==> src/rtl/core/keyframe_segment_locator_macros.svh <==
// Assertion macros shared by the keyframe segment locator modules.
`ifndef KEYFRAME_SEGMENT_LOCATOR_MACROS_SVH
`define KEYFRAME_SEGMENT_LOCATOR_MACROS_SVH

// Implication checked on every clock edge outside reset.
`define KSL_ASSERT_IMP(label, clk, rst_n, ante, cons, msg) \
  label: assert property (@(posedge clk) disable iff (!rst_n) (ante) |-> (cons)) \
    else $error(msg);

// Implication whose consequence is checked in the cycle after the antecedent.
`define KSL_ASSERT_NEXT(label, clk, rst_n, ante, cons, msg) \
  label: assert property (@(posedge clk) disable iff (!rst_n) (ante) |=> (cons)) \
    else $error(msg);

`endif

==> src/rtl/core/ksl_pkg.sv <==
// Package with types, constants and command codes of the keyframe segment locator.
`timescale 1ns / 1ps
package ksl_pkg;

  localparam int MaxKeys  = 16;
  localparam int IdxW     = $clog2(MaxKeys);
  localparam int CntW     = IdxW + 1;
  localparam int KeyW     = 31;
  localparam int TimeW    = 32;
  localparam int FracW    = 16;

  localparam logic [1:0] StatusInside = 2'd0;
  localparam logic [1:0] StatusPastEnd = 2'd1;
  localparam logic [1:0] StatusBefore = 2'd2;

  localparam logic [0:0] RegCyclic = 1'd0;
  localparam logic [0:0] RegKeyCount = 1'd1;

  typedef struct packed {
    logic                    action;
    logic [3:0]              key_slot;
    logic [KeyW-1:0]         key_time;
    logic signed [TimeW-1:0] query_time;
  } in_word_t;

  typedef struct packed {
    logic [1:0]       status;
    logic [3:0]       last_index;
    logic [3:0]       next_index;
    logic [FracW-1:0] fraction;
  } out_word_t;

  // Commands from the controller to the datapath.
  typedef struct packed {
    logic load;       // capture input word, clear iteration state
    logic wr_key;     // write key table
    logic rd_period;  // read last key for wrap
    logic mod_start;  // set up modulo
    logic mod_step;   // one restoring modulo step
    logic mod_fix;    // floor correction
    logic scan_rd;    // read key at scan index
    logic scan_step;  // compare and advance
    logic div_setup;  // read lower bounding key
    logic div_init;   // latch lower key, read upper key
    logic div_step;   // form numerator and divisor, then one quotient bit
    logic out_load;   // load result register
  } ksl_cmd_t;

  // Status from the datapath to the controller.
  typedef struct packed {
    logic cyclic;
    logic period_zero;
    logic mod_done;
    logic scan_hit;   // key above time found
    logic scan_end;   // index reached key count
    logic div_done;
  } ksl_stat_t;

endpackage

==> src/rtl/core/keyframe_segment_locator.sv <==
// Top level of the keyframe segment locator.
`timescale 1ns / 1ps
// Keyframe segment locator: a write word stores one Q15.16 key in a 16-entry
// table and gives no result. A query word finds the segment that holds its
// time and returns the bounding indices and a Q0.16 fraction. In cyclic mode
// the time is first reduced modulo the last key in use by a one-bit-per-cycle
// restoring modulo (skipped, with the time set to zero, when the last key is
// zero). The scan reads keys one by one through the single read port of the
// key table and stops on the first key above the time or runs past all keys
// in use; the fraction comes from a 16-step restoring divider. One word is
// processed at a time; the next word may be taken while a result waits, and
// a finished query stalls until that result has been taken.
module keyframe_segment_locator import ksl_pkg::*; (
  input  logic       clk,
  input  logic       rst_n,
  input  logic       in_valid,
  output logic       in_ready,
  input  in_word_t   in_data,
  output logic       out_valid,
  input  logic       out_ready,
  output out_word_t  out_data,
  input  logic       cfg_we,
  input  logic [0:0] cfg_idx,
  input  logic [4:0] cfg_data
);

  ksl_cmd_t  cmd;
  ksl_stat_t stat;
  out_word_t res;

  ksl_ctrl u_ctrl (
    .clk, .rst_n, .in_valid, .in_ready, .in_action(in_data.action),
    .out_valid, .out_ready, .stat, .cmd
  );

  ksl_datapath u_dp (
    .clk, .rst_n, .cfg_we, .cfg_idx, .cfg_data, .in_word(in_data),
    .cmd, .stat, .res
  );

  // Result register, captured on result load.
  out_word_t res_hold_r;
  always_ff @(posedge clk) begin
    if (cmd.out_load) res_hold_r <= res;
  end
  assign out_data = res_hold_r;

endmodule

==> src/rtl/core/ksl_datapath.sv <==
// Datapath of the keyframe segment locator: key table, modulo, scan and divider.
`timescale 1ns / 1ps
`include "keyframe_segment_locator_macros.svh"
module ksl_datapath import ksl_pkg::*; (
  input  logic        clk,
  input  logic        rst_n,
  input  logic        cfg_we,
  input  logic [0:0]  cfg_idx,
  input  logic [4:0]  cfg_data,
  input  in_word_t    in_word,
  input  ksl_cmd_t    cmd,
  output ksl_stat_t   stat,
  output out_word_t   res
);

  // Key table memory with registered read.
  logic [KeyW-1:0] key_mem [MaxKeys];
  logic [KeyW-1:0] rd_data_r;
  logic [IdxW-1:0] rd_addr;

  logic            cyclic_r;
  logic [4:0]      key_count_r;
  logic [CntW-1:0] n_use;

  in_word_t        word_r;
  logic signed [TimeW:0] t_r, t_nxt;     // working time, 33 bits signed
  logic [KeyW-1:0] period_r;
  logic [TimeW-1:0] mag_r;               // magnitude being reduced
  logic [KeyW:0]   rem_r;                // partial remainder
  logic [5:0]      bit_cnt_r;
  logic            neg_r;
  logic [CntW-1:0] idx_r;
  logic [KeyW-1:0] lo_key_r;
  logic [KeyW:0]   num_r;
  logic [KeyW:0]   den_r;
  logic [FracW-1:0] quo_r;
  logic [4:0]      div_cnt_r;
  logic [1:0]      status_sel;

  // Configuration registers.
  always_ff @(posedge clk) begin
    if (!rst_n) begin
      cyclic_r    <= 1'b0;
      key_count_r <= 5'd2;
    end else if (cfg_we) begin
      unique case (cfg_idx)
        RegCyclic:   cyclic_r <= cfg_data[0];
        RegKeyCount: key_count_r <= cfg_data;
        default: ;
      endcase
    end
  end

  // Clamp the key count into 2..MaxKeys.
  always_comb begin
    if (key_count_r < 5'd2) n_use = CntW'(2);
    else if (32'(key_count_r) > MaxKeys) n_use = CntW'(MaxKeys);
    else n_use = CntW'(key_count_r);
  end

  // Read address selection.
  always_comb begin
    rd_addr = idx_r[IdxW-1:0];
    if (cmd.rd_period) rd_addr = IdxW'(n_use - CntW'(1));
    else if (cmd.div_setup) rd_addr = IdxW'(idx_r - CntW'(1));
  end

  always_ff @(posedge clk) begin
    if (cmd.wr_key) key_mem[word_r.key_slot[IdxW-1:0]] <= word_r.key_time;
    rd_data_r <= key_mem[rd_addr];
  end

  // Restoring modulo step on the magnitude.
  logic [KeyW+1:0] rem_sh;
  logic [KeyW+1:0] rem_sub;
  assign rem_sh  = {rem_r, mag_r[TimeW-1]};
  assign rem_sub = rem_sh - {2'b00, period_r};

  // Divider step.
  logic [KeyW+1:0] num_sh;
  logic [KeyW+1:0] num_sub;
  assign num_sh  = {num_r, 1'b0};
  assign num_sub = num_sh - {1'b0, den_r};

  logic signed [TimeW:0] key_ext;
  assign key_ext = $signed({2'b00, rd_data_r});

  always_comb begin
    t_nxt = t_r;
    if (cmd.load) t_nxt = {in_word.query_time[TimeW-1], in_word.query_time};
    else if (cmd.mod_start && rd_data_r == '0) t_nxt = '0;
    else if (cmd.mod_fix) begin
      if (neg_r && rem_r != '0) t_nxt = $signed({2'b00, period_r - rem_r[KeyW-1:0]});
      else t_nxt = $signed({2'b00, rem_r[KeyW-1:0]});
    end
  end

  always_ff @(posedge clk) begin
    if (!rst_n) begin
      idx_r     <= '0;
      bit_cnt_r <= '0;
      div_cnt_r <= '0;
    end else begin
      t_r <= t_nxt;
      if (cmd.load) begin
        word_r <= in_word;
        idx_r  <= '0;
      end
      if (cmd.rd_period) period_r <= '0;
      if (cmd.mod_start) begin
        period_r  <= rd_data_r;
        neg_r     <= t_r[TimeW];
        mag_r     <= t_r[TimeW] ? TimeW'(-t_r) : TimeW'(t_r);
        rem_r     <= '0;
        bit_cnt_r <= '0;
      end
      if (cmd.mod_step) begin
        if (!rem_sub[KeyW+1]) rem_r <= rem_sub[KeyW:0];
        else rem_r <= rem_sh[KeyW:0];
        mag_r     <= {mag_r[TimeW-2:0], 1'b0};
        bit_cnt_r <= bit_cnt_r + 6'd1;
      end
      if (cmd.scan_step && !(t_r < key_ext)) idx_r <= idx_r + CntW'(1);
      if (cmd.div_init) lo_key_r <= rd_data_r;
      if (cmd.div_step && div_cnt_r == 5'd0) begin
        // numerator formed from time and lower key, divisor from upper and lower key
        num_r <= 32'(t_r) - {1'b0, lo_key_r};
        den_r <= {1'b0, rd_data_r} - {1'b0, lo_key_r};
        quo_r <= '0;
        div_cnt_r <= 5'd1;
      end else if (cmd.div_step) begin
        if (!num_sub[KeyW+1]) begin
          num_r <= num_sub[KeyW:0];
          quo_r <= {quo_r[FracW-2:0], 1'b1};
        end else begin
          num_r <= num_sh[KeyW:0];
          quo_r <= {quo_r[FracW-2:0], 1'b0};
        end
        div_cnt_r <= div_cnt_r + 5'd1;
      end
      if (cmd.load) div_cnt_r <= '0;
    end
  end

  // Result formation from scan outcome.
  always_comb begin
    if (idx_r == '0) status_sel = StatusBefore;
    else if (idx_r == n_use) status_sel = StatusPastEnd;
    else status_sel = StatusInside;
    res.status     = status_sel;
    res.last_index = '0;
    res.next_index = '0;
    res.fraction   = '0;
    unique case (status_sel)
      StatusPastEnd: begin
        res.last_index = 4'(n_use - CntW'(1));
        res.next_index = 4'(n_use - CntW'(1));
      end
      StatusInside: begin
        res.last_index = 4'(idx_r - CntW'(1));
        res.next_index = 4'(idx_r);
        res.fraction   = quo_r;
      end
      default: ;
    endcase
  end

  assign stat.cyclic      = cyclic_r;
  assign stat.period_zero = (rd_data_r == '0);
  assign stat.mod_done    = (bit_cnt_r == 6'(TimeW));
  assign stat.scan_hit    = (t_r < key_ext);
  assign stat.scan_end    = (idx_r == n_use);
  assign stat.div_done    = (div_cnt_r == 5'(FracW + 1));

  `KSL_ASSERT_IMP(a_idx_range, clk, rst_n, cmd.scan_rd, idx_r <= n_use, "scan index past key count")
  `KSL_ASSERT_NEXT(a_mod_count, clk, rst_n, cmd.mod_start, bit_cnt_r == '0,
    "modulo counter not cleared")
  `KSL_ASSERT_IMP(a_div_count, clk, rst_n, 1'b1, div_cnt_r <= 5'(FracW + 1),
    "divider overran")

endmodule

==> src/rtl/core/ksl_ctrl.sv <==
// Controller state machine of the keyframe segment locator.
`timescale 1ns / 1ps
`include "keyframe_segment_locator_macros.svh"
module ksl_ctrl import ksl_pkg::*; (
  input  logic      clk,
  input  logic      rst_n,
  input  logic      in_valid,
  output logic      in_ready,
  input  logic      in_action,
  output logic      out_valid,
  input  logic      out_ready,
  input  ksl_stat_t stat,
  output ksl_cmd_t  cmd
);

  localparam logic [3:0] SIdle   = 4'd0;
  localparam logic [3:0] SDecode = 4'd1;
  localparam logic [3:0] SPer    = 4'd2;
  localparam logic [3:0] SModSt  = 4'd3;
  localparam logic [3:0] SMod    = 4'd4;
  localparam logic [3:0] SFix    = 4'd5;
  localparam logic [3:0] SRd     = 4'd6;
  localparam logic [3:0] SCmp    = 4'd7;
  localparam logic [3:0] SLoRd   = 4'd8;
  localparam logic [3:0] SHiRd   = 4'd9;
  localparam logic [3:0] SDiv    = 4'd10;
  localparam logic [3:0] SDone   = 4'd11;

  logic [3:0] state_r, state_nxt;
  logic       out_valid_r, out_valid_nxt;
  logic       act_r;

  // Input is taken in idle; a waiting result stays in the output register.
  assign in_ready  = (state_r == SIdle);
  assign out_valid = out_valid_r;

  always_comb begin
    state_nxt     = state_r;
    out_valid_nxt = out_valid_r && !out_ready;
    cmd           = '0;
    unique case (state_r)
      SIdle: if (in_valid && in_ready) begin
        cmd.load  = 1'b1;
        state_nxt = SDecode;
      end
      SDecode: begin
        if (!act_r) begin
          cmd.wr_key = 1'b1;
          state_nxt  = SIdle;
        end else if (stat.cyclic) begin
          cmd.rd_period = 1'b1;
          state_nxt     = SPer;
        end else state_nxt = SRd;
      end
      SPer: begin
        cmd.mod_start = 1'b1;
        state_nxt     = stat.period_zero ? SRd : SMod;
      end
      SMod: begin
        if (stat.mod_done) begin
          cmd.mod_fix = 1'b1;
          state_nxt   = SRd;
        end else cmd.mod_step = 1'b1;
      end
      SRd: begin
        cmd.scan_rd = 1'b1;
        state_nxt   = stat.scan_end ? SDone : SCmp;
      end
      SCmp: begin
        if (stat.scan_hit) state_nxt = SLoRd;
        else begin
          cmd.scan_step = 1'b1;
          state_nxt     = SRd;
        end
      end
      SLoRd: begin
        cmd.div_setup = 1'b1;
        state_nxt     = SHiRd;
      end
      SHiRd: begin
        cmd.div_init = 1'b1;
        state_nxt    = SDiv;
      end
      SDiv: begin
        if (stat.div_done) state_nxt = SDone;
        else cmd.div_step = 1'b1;
      end
      SDone: begin
        if (!out_valid_r) begin
          cmd.out_load  = 1'b1;
          out_valid_nxt = 1'b1;
          state_nxt     = SIdle;
        end
      end
      default: state_nxt = SIdle;
    endcase
  end

  always_ff @(posedge clk) begin
    if (!rst_n) begin
      state_r     <= SIdle;
      out_valid_r <= 1'b0;
      act_r       <= 1'b0;
    end else begin
      state_r     <= state_nxt;
      out_valid_r <= out_valid_nxt;
      if (cmd.load) act_r <= in_action;
    end
  end

  `KSL_ASSERT_NEXT(a_load_leaves_idle, clk, rst_n, cmd.load, state_r == SDecode,
    "load did not start decode")
  `KSL_ASSERT_IMP(a_no_accept_busy, clk, rst_n, in_ready, state_r == SIdle,
    "input taken while busy")
  `KSL_ASSERT_NEXT(a_out_raise, clk, rst_n, cmd.out_load, out_valid_r,
    "result not presented")

endmodule
==> config.mk <==
export PLATFORM = sky130hd
export DESIGN_NAME = keyframe_segment_locator
export DESIGN_NICKNAME = d
export VERILOG_FILES = /design/src/rtl/core/ksl_pkg.sv /design/src/rtl/core/keyframe_segment_locator.sv /design/src/rtl/core/ksl_datapath.sv /design/src/rtl/core/ksl_ctrl.sv
export VERILOG_INCLUDE_DIRS = /design/src /design/src/rtl/core
export SDC_FILE = /design/constraint.sdc
export NUM_CORES = 1
export LEC_CHECK = 0
export ABC_AREA = 1
export BUFFER_PORTS_ARGS = -buffer_cell sky130_fd_sc_hd__buf_2
export CAP_MARGIN = 10
export CORE_UTILIZATION = 30
export DETAILED_ROUTE_END_ITERATION = 10
export GPL_TIMING_DRIVEN = 1
export SLEW_MARGIN = 20
export SYNTH_ARGS = -nofsm -noshare
export SYNTH_HDL_FRONTEND = slang
export SYNTH_SLANG_ARGS = --single-unit
==> constraint.sdc <==
create_clock -name clk -period 5.17 [get_ports clk]
set_input_delay 0.7755 -clock clk [delete_from_list [all_inputs] [get_ports clk]]
set_output_delay 0.7755 -clock clk [all_outputs]
set_load 0.02 [all_outputs]
==> flow_summary.ini <==
[yosys]
yosysTopAreaCell = edfxtp_1
syn_avg_cell_area_um2 = 9.24
synth.cell_area_um2 = 45700
ys_seq_area_share_pct = 54.9
syn_inst = 4945
netlist_top_cells_area = edfxtp_1 (52%), nand2_1 (7.9%), inv_1 (6.0%), ha_1 (5.3%), nand3_1 (4.2%)
synth_edf_count = 796
yosysWarnings = 0
ys_ff_latch = 855
async_flop_share_pct = 0
synthDominantCellAreaShare_pct = 52.3
synth_flop_cell = edfxtp_1
ys_types = 55
synth_nets = 5223

[placed_design]
port_buffers = 106
gp_congestion = 0.989
pre_cts_ws_ns = 1.46
hpwlAfterDp_mm = 103

[route]
wire_per_inst_um = 19.8
drc = 0
drt_first_iter_violations = 3480
drt_wl_total_mm = 142
postRouteAntennaNets = 0
vias_per_cell = 5.01
dr.pass1.iters = 8
route.vias.total = 35750

[floorplan]
fp.dieArea_um2 = 154000
placementRows = 142
ioPinCount = 107
core_um2 = 150000
dieHeight_um = 392
die_x_um = 392
initial_core_util_pct = 30.4

[global_routing]
overflow = 0
grt_pass1_vias = 33551
grt_antenna_before_repair = 7
grt_max_degree = 133
grt_pass1_wl_mm = 211
grt.total_usage_pct = 18.1

[timing]
holdWs_ns = 0.226
finalCritPeriodShare_pct = 71.8
final-hold-violation-count = 0
finalMaxSlewViolations = 0
slew_headroom_pct = 24.0
timing.final.ws_setup_ns = 1.46
rsz0062_at_grt = false
max_freq_ghz = 0.269
worst_pin_slew_ns = 1.14
finalSetupViolCount = 0
clock_skew_ns = 0.0613
post-route-min-period_ns = 3.71
tns_ns = 0

[layout]
final_cell_mix = nand2_1 (966), edfxtp_1 (796), inv_1 (734)
layout_commonest_cell = nand2_1
areaGrowthSynthToFinish_pct = 13.5
final_nets = 5320
drive_above_1_share_pct = 6.84
finalCoreUtilization_pct = 34.5

[status]
status = complete, no violations

[critical_path]
crit_path_end_kind = flip-flop
critPathRequiredTime_ns = 5.52
slowest_stage = nor2_4
cpPeakStageDelay_ns = 0.88
cp.arrival_ns = 4.06
worstPathCellList = nor2_2, inv_1, nor4_1, nand3_1, nor2_4, buf_4
worstSetupStartpointType = flip-flop
crit_type = reg -> reg
critical_path_peak_fanout = 19

[pwr]
power.density_nw_per_um2 = 300
power.leakage_nw = 21.1
max-vdd-ir-drop_mv = 0.260

[cts]
post_cts_buffers = 0
clkTransAtPathRegs_ns = 0.06
hold_buffers = 0
cts_resized = 0
cts_inserted_buffers = 90
cts_tree = yes
cts_buffer_depth = 3
insertion_delay_ns = 0.72
cts.sinks = 855
htreeDepth = 3
root_buffer = clkbuf_16

[flow_run]
cap_violations = 0

[worst_hold_path]
hp-class = in -> reg
-- synthesized netlist by cell type (15+ instances only) --
| cell type | count |
|---|---|
| a21oi_1 | 362 |
| nor2_1 | 413 |
| buf_4 | 23 |
| nor4_1 | 22 |
| ha_1 | 194 |
| nand4_1 | 58 |
| clkbuf_1 | 60 |
| nand2_1 | 967 |
| o211ai_1 | 157 |
| edfxtp_1 | 796 |
| o21bai_1 | 25 |
| xnor2_1 | 42 |
| dfxtp_1 | 59 |
| xor2_1 | 82 |
| o21ai_0 | 326 |
| buf_2 | 55 |
| inv_1 | 736 |
| nor3_1 | 29 |
| a21o_1 | 15 |
| nand3_1 | 382 |
-- registers in the layout, indices dropped and copies added (netlist names), 32 cells and up --
signal and count:
u_dp.key_mem 496, u_dp.word_r 35, u_dp.den_r 32, u_dp.mag_r 32, u_dp.num_r 32, u_dp.rem_r 32, u_dp.t_r 32
-- worst max-delay path: cells and delay by family (launching register included) --
family	cells	cell delay, ns
buffers and inverters	2	0.54
DFF	1	0.35
and+or+nand+nor	4	2.44
-- cell type report --
class                   count  area (um^2)
well taps                2016         2520
flip-flops and latches    855        25100
multi-input cells        3191        17300
diodes                      1         2.50
clock inverters            53          644
inverters                 745         2800
fillers                 15330        98600
repair buffers            159         1080
clock buffers             116         2430
-- through the flow --
| step | std cells | power (mW) | area (um^2) |
|---|---|---|---|
| after detailed placement | 6963 | 8.96 | 48700 |
| after global routing | 7135 | 16.0 | 51900 |
| after CTS | 7132 | 15.7 | 51800 |
| final | 7136 | 15.6 | 51900 |
| after floorplan | 4945 | 8.53 | 45700 |
| after global placement | 6959 | 8.95 | 48600 |
-- layer usage --
layer | global-route usage, % | wire (um) | vias up
met5 | 0 | 46 | -
met4 | 6.63 | 5100 | 6
met3 | 2.97 | 10200 | 240
met2 | 27.7 | 62000 | 1338
met1 | 25.5 | 64200 | 17047
li1 | - | - | 17119
-- cells by family after synthesis --
| family | count (synthesis) | synth area share (%) |
|---|---|---|
| DFF | 855 | 54.9 |
| buffers and inverters | 899 | 7.75 |
| and+or+nand+nor | 1908 | 17.5 |
| xor gates and xnor gates | 124 | 2.38 |
| adders and majority gates | 199 | 5.53 |
| AOI/OAI and AO/OA | 959 | 11.9 |
| muxes | 1 | 0.0219 |
-- power breakdown --
part           internal (mW)  switching [mW]  leakage, nW
Sequential              7.70           0.185         7.70
Combinational          0.293           0.663         11.9
Clock                   3.82            2.89         1.50
-- worst paths after layout --
path	endpoint	depth (start not counted)	slack [ns]	startpoint
worst min-delay path	u_dp.word_r[37]	1	0.23	in_data[37]
worst max-delay path	u_dp.key_mem[7][16]	6	1.46	u_ctrl.state_r[3]
worst min register to register	u_dp.lo_key_r[3]	0	0.47	u_dp.rd_data_r[3]
worst max register to register	u_dp.key_mem[7][16]	6	1.46	u_ctrl.state_r[3]
Note: power is estimated with default switching activity, not from simulation.
